## src/sv/sparse_matrix_vector_engine_assert.svh

```systemverilog
// ----------------------------------------------------------------------------
// sparse matrix vector engine assertion macros
// concurrent check shorthands used at the end of the top level
// ----------------------------------------------------------------------------
`ifndef SPARSE_MATRIX_VECTOR_ENGINE_ASSERT_SVH
`define SPARSE_MATRIX_VECTOR_ENGINE_ASSERT_SVH

// same-cycle implication
`define SPMV_ASSERT_SAME(label, ante, cons, msg) \
	label: assert property (@(posedge clk) disable iff (!arst_n) (ante) |-> (cons)) \
		else $error(msg);

// next-cycle implication
`define SPMV_ASSERT_NEXT(label, ante, cons, msg) \
	label: assert property (@(posedge clk) disable iff (!arst_n) (ante) |=> (cons)) \
		else $error(msg);

`endif

```

## src/sv/spmv_pkg.sv

```systemverilog
// ----------------------------------------------------------------------------
// spmv_pkg
// shared constants, codes and control structs of the sparse matrix engine
// ----------------------------------------------------------------------------
package spmv_pkg;

	localparam int MAX_DIM     = 64;
	localparam int MAX_ENTRIES = 256;
	localparam int VALUE_BITS  = 32;

	localparam int CMD_W     = 3;
	localparam int ROW_W     = 6;
	localparam int DATA_W    = 32;
	localparam int STATUS_W  = 2;
	localparam int DIM_CNT_W = 7;
	localparam int THR_W     = 31;
	localparam int X_AW      = $clog2(MAX_DIM);
	localparam int ENTRY_AW  = $clog2(MAX_ENTRIES);
	localparam int COUNT_W   = $clog2(MAX_ENTRIES + 1);
	localparam int ENTRY_W   = 2 * ROW_W + VALUE_BITS;
	localparam int PADDR_W   = 4;
	localparam int ACC_W     = 64;
	localparam int PROD_W    = VALUE_BITS + DATA_W;

	typedef enum logic [CMD_W-1:0] {
		CMD_CLEAR    = 3'd0,
		CMD_ADD      = 3'd1,
		CMD_WRITE_X  = 3'd2,
		CMD_MULTIPLY = 3'd3,
		CMD_DIAGONAL = 3'd4
	} cmd_t;

	typedef enum logic [STATUS_W-1:0] {
		ST_OK    = 2'd0,
		ST_RANGE = 2'd1,
		ST_FULL  = 2'd2
	} status_t;

	typedef enum logic [1:0] {
		REG_NUM_ROWS       = 2'd0,
		REG_NUM_COLUMNS    = 2'd1,
		REG_DROP_THRESHOLD = 2'd2
	} reg_idx_t;

	typedef enum logic [3:0] {
		S_IDLE,
		S_DECODE,
		S_ACK,
		S_SRCH_RD,
		S_SRCH_CMP,
		S_SCAN_RD,
		S_SCAN_X,
		S_SCAN_MUL,
		S_SCAN_ACC,
		S_ROW_OUT
	} state_t;

	typedef struct packed {
		logic [DIM_CNT_W-1:0] num_rows;
		logic [DIM_CNT_W-1:0] num_columns;
		logic [THR_W-1:0]     drop_threshold;
	} cfg_t;

	typedef struct packed {
		logic                capture;
		logic                entry_rd;
		logic [ENTRY_AW-1:0] entry_addr;
		logic                merge_wr;
		logic                append_wr;
		logic                clear_count;
		logic                x_wr;
		logic                x_rd;
		logic                term_ld;
		logic                acc_clr;
		logic                acc_add;
		logic                emit_ack;
		status_t             ack_status;
		logic                emit_row;
		logic [ROW_W-1:0]    row;
		logic                row_last;
	} dp_cmd_t;

	typedef struct packed {
		logic [CMD_W-1:0]     cmd;
		logic                 range_err;
		logic                 hit;
		logic                 full;
		logic [COUNT_W-1:0]   count;
		logic [DIM_CNT_W-1:0] nr_eff;
		logic                 out_free;
	} dp_stat_t;

endpackage

```

## src/sv/spmv_ctrl.sv

```systemverilog
// ----------------------------------------------------------------------------
// spmv_ctrl
// command sequencer: store search, row by row store scan and result issue
// ----------------------------------------------------------------------------
module spmv_ctrl (
	input  logic                 clk,
	input  logic                 arst_n,
	input  logic                 in_valid,
	output logic                 in_ready,
	input  spmv_pkg::dp_stat_t   stat,
	output spmv_pkg::dp_cmd_t    cmd
);
	import spmv_pkg::*;

	state_t               state_q, state_d;
	logic [COUNT_W-1:0]   i_q, i_d;
	logic [DIM_CNT_W-1:0] r_q, r_d;
	status_t              ack_q, ack_d;
	logic                 row_last;

	always_ff @(posedge clk or negedge arst_n) begin
		if (!arst_n) begin
			state_q <= S_IDLE;
			i_q     <= '0;
			r_q     <= '0;
			ack_q   <= ST_OK;
		end else begin
			state_q <= state_d;
			i_q     <= i_d;
			r_q     <= r_d;
			ack_q   <= ack_d;
		end
	end

	assign row_last = (r_q + DIM_CNT_W'(1)) == stat.nr_eff;

	always_comb begin
		state_d  = state_q;
		i_d      = i_q;
		r_d      = r_q;
		ack_d    = ack_q;
		in_ready = 1'b0;
		cmd      = '0;
		cmd.entry_addr = i_q[ENTRY_AW-1:0];
		cmd.ack_status = ack_q;
		cmd.row        = r_q[ROW_W-1:0];
		cmd.row_last   = row_last;

		unique case (state_q)
			S_IDLE: begin
				in_ready = 1'b1;
				if (in_valid) begin
					cmd.capture = 1'b1;
					state_d     = S_DECODE;
				end
			end
			S_DECODE: begin
				unique case (stat.cmd) inside
					CMD_CLEAR: begin
						cmd.clear_count = 1'b1;
						ack_d           = ST_OK;
						state_d         = S_ACK;
					end
					CMD_ADD: begin
						if (stat.range_err) begin
							ack_d   = ST_RANGE;
							state_d = S_ACK;
						end else begin
							i_d     = '0;
							state_d = S_SRCH_RD;
						end
					end
					CMD_WRITE_X: begin
						if (stat.range_err) begin
							ack_d = ST_RANGE;
						end else begin
							cmd.x_wr = 1'b1;
							ack_d    = ST_OK;
						end
						state_d = S_ACK;
					end
					CMD_MULTIPLY, CMD_DIAGONAL: begin
						if (stat.nr_eff == '0) begin
							state_d = S_IDLE;
						end else begin
							i_d         = '0;
							r_d         = '0;
							cmd.acc_clr = 1'b1;
							state_d     = S_SCAN_RD;
						end
					end
					default: begin
						state_d = S_IDLE;
					end
				endcase
			end
			S_ACK: begin
				if (stat.out_free) begin
					cmd.emit_ack = 1'b1;
					state_d      = S_IDLE;
				end
			end
			S_SRCH_RD: begin
				if (i_q == stat.count) begin
					if (stat.full) begin
						ack_d = ST_FULL;
					end else begin
						cmd.append_wr = 1'b1;
						ack_d         = ST_OK;
					end
					state_d = S_ACK;
				end else begin
					cmd.entry_rd = 1'b1;
					state_d      = S_SRCH_CMP;
				end
			end
			S_SRCH_CMP: begin
				if (stat.hit) begin
					cmd.merge_wr = 1'b1;
					ack_d        = ST_OK;
					state_d      = S_ACK;
				end else begin
					i_d     = i_q + COUNT_W'(1);
					state_d = S_SRCH_RD;
				end
			end
			S_SCAN_RD: begin
				if (i_q == stat.count) begin
					state_d = S_ROW_OUT;
				end else begin
					cmd.entry_rd = 1'b1;
					state_d      = S_SCAN_X;
				end
			end
			S_SCAN_X: begin
				cmd.x_rd = 1'b1;
				state_d  = S_SCAN_MUL;
			end
			S_SCAN_MUL: begin
				cmd.term_ld = 1'b1;
				state_d     = S_SCAN_ACC;
			end
			S_SCAN_ACC: begin
				cmd.acc_add = 1'b1;
				i_d         = i_q + COUNT_W'(1);
				state_d     = S_SCAN_RD;
			end
			S_ROW_OUT: begin
				if (stat.out_free) begin
					cmd.emit_row = 1'b1;
					if (row_last) begin
						state_d = S_IDLE;
					end else begin
						r_d         = r_q + DIM_CNT_W'(1);
						i_d         = '0;
						cmd.acc_clr = 1'b1;
						state_d     = S_SCAN_RD;
					end
				end
			end
			default: begin
				state_d = S_IDLE;
			end
		endcase
	end
endmodule
```

## config.mk

```make
export PLATFORM = sky130hd
export DESIGN_NAME = spmv_ctrl
export DESIGN_NICKNAME = d
export VERILOG_FILES = /design/src/sv/sparse_matrix_vector_engine_assert.svh /design/src/sv/spmv_pkg.sv /design/src/sv/spmv_ctrl.sv
export SDC_FILE = /design/constraint.sdc
export NUM_CORES = 1
export LEC_CHECK = 0
export BUFFER_PORTS_ARGS = -buffer_cell sky130_fd_sc_hd__buf_2
export CORE_UTILIZATION = 56
export CTS_CLUSTER_DIAMETER = 200
export CTS_CLUSTER_SIZE = 30
export DETAILED_ROUTE_END_ITERATION = 12
export PLACE_DENSITY_LB_ADDON = 0.12
export SYNTH_ARGS = -nofsm -noshare
export SYNTH_HDL_FRONTEND = slang
export SYNTH_SLANG_ARGS = --single-unit
```

## constraint.sdc

```tcl
create_clock -name clk -period 3.5 [get_ports clk]
set_input_delay 0.7 -clock clk [delete_from_list [all_inputs] [get_ports clk]]
set_output_delay 0.7 -clock clk [all_outputs]
set_load 0.01 [all_outputs]
```

==> flow_summary_export.csv <==
group,metric,value,unit
placement,dp_hpwl,3.15,mm
clock_network,cts_root_buf,"clkbuf_4",
setup_path,critPathSlowestCell,"dfrtp_1",
global_route,grt_pass1_vias,1580,
routing,viasPerCell,5.84,
setup_path,path_cells,"ha_1 > nand3_1 > xnor2_1 > nor4_2 > o211a_1 > o21ai_0 > buf_2",
die,die_area,3670,um^2
global_route,grt_max_degree,23,
power_and_ir_drop,power_frac_clock,0.216,
global_route,antenna_found_initial,0,
clock_network,clock_latency,0.31,ns
routing,first_iter_violations,107,
power_and_ir_drop,p_seq_frac,0.390,
global_route,grt_usage,0.250,
clock_network,cts-resized-gates,0,
clock_network,numClockSinks,22,
routing,wl_per_cell,13.5,um
sta,setup_violations,0,
sta,timing_hold_violations_final,0,
synth,avgSynthCellArea,8.17,um^2
finish,fill_cells,309,
setup_path,arrival,2.46,ns
outcome,outcome,"completed",
power_and_ir_drop,pwr-share-comb,0.394,
finish,n_antenna_cell,0,
finish,num-nets-final,297,
sta,slew_violations,0,
finish,final_cell_mix,"55 x buf_2, 22 x dfrtp_1, 19 x nand3_1, 15 x nor2_1, 14 x nand2_1",
die,die_x,60.6,um
die,rows,20,
routing,via_count,1822,
synth,synth-xor-area-share,0.0866,
sta,finClkSkew,0.00754,ns
setup_path,reg2reg_slack,0.94,ns
synth,ys_types,53,
synth,synth_compound_area_frac,0.210,
clock_network,cts_buffers,3,
synth,syn_nets,263,
power_and_ir_drop,swShare,0.395,
synth,muxShareOfSynthArea,0.0313,
setup_path,crit_type,"reg -> out",
finish,layout_commonest_cell,"buf_2",
synth,synthFlopType,"dfrtp_1",
clock_network,clk_path_buf_depth,2,
sta,tightest_slew,0.707,ns
global_route,grt_overflow_total,0,
die,initial_utilization,0.609,
finish,drive_gt1_frac,0.265,
synth,synth_fa_ha_area_frac,0.0130,
synth,yosys.area_share.simple,0.269,
job,cap_viol_max_count,0,
setup_path,r2r_end,"i_q[2]",
sta,rsz0062_at_grt,"false",
placement,gp_congestion,0.930,
clock_network,cts_tree,"built",
sta,fin_crit,3.16,ns
setup_path,worstRegToRegCells,6,
power_and_ir_drop,ir_drop,0.000308,V
sta,tns,0,ns
power_and_ir_drop,p_total,908,uW
die,core_area,3150,um^2
global_route,grt_pass1_wl,6.98,mm
routing,first_pass_iters,4,
clock_network,htree_levels,1,
synth,yosys_warnings,0,
sta,fmax,0.316,GHz
synth,synth_top_family_by_area,"simple AND/OR/NAND/NOR gates",
power_and_ir_drop,p_leak,0.00110,uW
finish,utilization,0.677,
routing,antenna_left,0,
synth,syn-cell-area,1920,um^2
setup_path,path_buf_inv,1,
setup_path,crit_path_max_incr_delay,0.48,ns
routing,drc,0,
synth,ys_ff_latch,22,
setup_path,end_kind,"primary output",
die,fp.dieH,60.6,um
synth,synthCells,235,
setup_path,worstPathRequired,2.80,ns
setup_path,worstSetupStartpointType,"flop",
hold_path,hold_class,"in -> async",
finish,syn_to_final_growth,11.1,%
power_and_ir_drop,internal_power,550,uW
setup_path,cp_max_fo,12,
setup_path,cpLargestDelayFamily,"compound AO/OA/AOI/OAI gates",
clock_network,postCtsSetupBuffers,0,
routing,routed_wl,4.21,mm
sta,fin_crit_sh,0.904,
clock_network,clkSlewWorstSetupHoldPaths,0.13,ns
synth,synth-async-reset-ratio,1.00,
placement,numPortBuffers,55,
synth,seq_area_frac_synth,0.287,
power_and_ir_drop,netSwitchingPower,358,uW
sta,slew_headroom,0.527,
synth,synth-edff-count,0,
setup_path,timing.rr.start,"state_q[0]",
power_and_ir_drop,power.density,425,nW/um^2
clock_network,holdBufCountCts,0,
die,pin_count,56,
## worst max-delay path by stage
| stage | cells after the start | endpoint | from |
|---|---|---|---|
| 4_1_cts | 7 | cmd[12] | r_q[0] |
| 2_1_floorplan | 6 | cmd[12] | stat[6] |
| 5_1_grt | 7 | cmd[12] | r_q[0] |
| 3_5_place_dp | 7 | cmd[12] | stat[6] |
| 6_report | 7 | cmd[12] | r_q[0] |
| 3_3_place_gp | 7 | cmd[12] | stat[6] |
## worst register-to-register path, delay by kind of cell, from the launching register on
family,cells,cell delay [ns]
simple gates,4,0.93
flops,1,0.70
compound gates,2,0.84
## power groups by stage
stage	clock network (uW)	registers [uW]	logic (uW)
2_1_floorplan	0	309	302
3_3_place_gp	0	357	349
3_5_place_dp	0	357	353
4_1_cts	200	354	358
5_1_grt	208	364	402
6_report	196	354	358
## synth_stat cells (all sizes together), types with 6 or more instances
| library cell | count | share of area |
|---|---|---|
| nand2 | 14 | 0.027 |
| xnor2 | 10 | 0.046 |
| nand2b | 13 | 0.042 |
| a21oi | 12 | 0.031 |
| clkbuf | 6 | 0.012 |
| nor3 | 8 | 0.021 |
| mux2i | 6 | 0.031 |
| nand3 | 19 | 0.050 |
| inv | 8 | 0.016 |
| a21o | 11 | 0.044 |
| nor2 | 15 | 0.029 |
| o31ai | 7 | 0.027 |
| nor4 | 7 | 0.026 |
| buf | 20 | 0.076 |
| dfrtp | 22 | 0.29 |
| xor2 | 9 | 0.041 |
## state kept, by name (all words and copies together), names as in the netlist
name,flops
i_q,9
r_q,7
state_q,4
ack_q,2
## logic make-up (layout without fill, tap and decap cells)
family          Yosys count  after routing
compound gates           57             57
xor+xnor                 19             19
fa+ha+maj                 2              2
buf+inv                  34             67
flops                    22             22
mux                       6              6
simple gates             95             95
## metrics by stage
step	area, um^2	cells	hold WS, ns	worst slack [ns]
floorplan	1920	235	0.404	1.05
global placement	2080	308	0.517	0.681
detailed placement	2080	308	0.513	0.623
CTS	2130	312	0.341	0.311
global route	2130	312	0.362	0.168
finish	2130	312	0.337	0.335
## area by class of cell
cell class,instances,area [um^2],area share
multi-input cells,179,1170,0.549
flip-flops and latches,22,551,0.258
repair buffers,55,275,0.129
well taps,44,55.1,0.0258
clock inverters,1,30.0,0.0141
inverters,8,30.0,0.0141
clock buffers,3,22.5,0.0106
## per-layer routing
layer  share of wire  vias up  wire length, um  track usage
met2            0.47       67             2000        0.411
met1            0.46      849             1950        0.351
met5               0        -                0            0
li1                -      902                -            -
met4          0.0074        0               31       0.0747
met3           0.053        4              225       0.0213
Note: power is estimated with default switching activity, not from simulation.
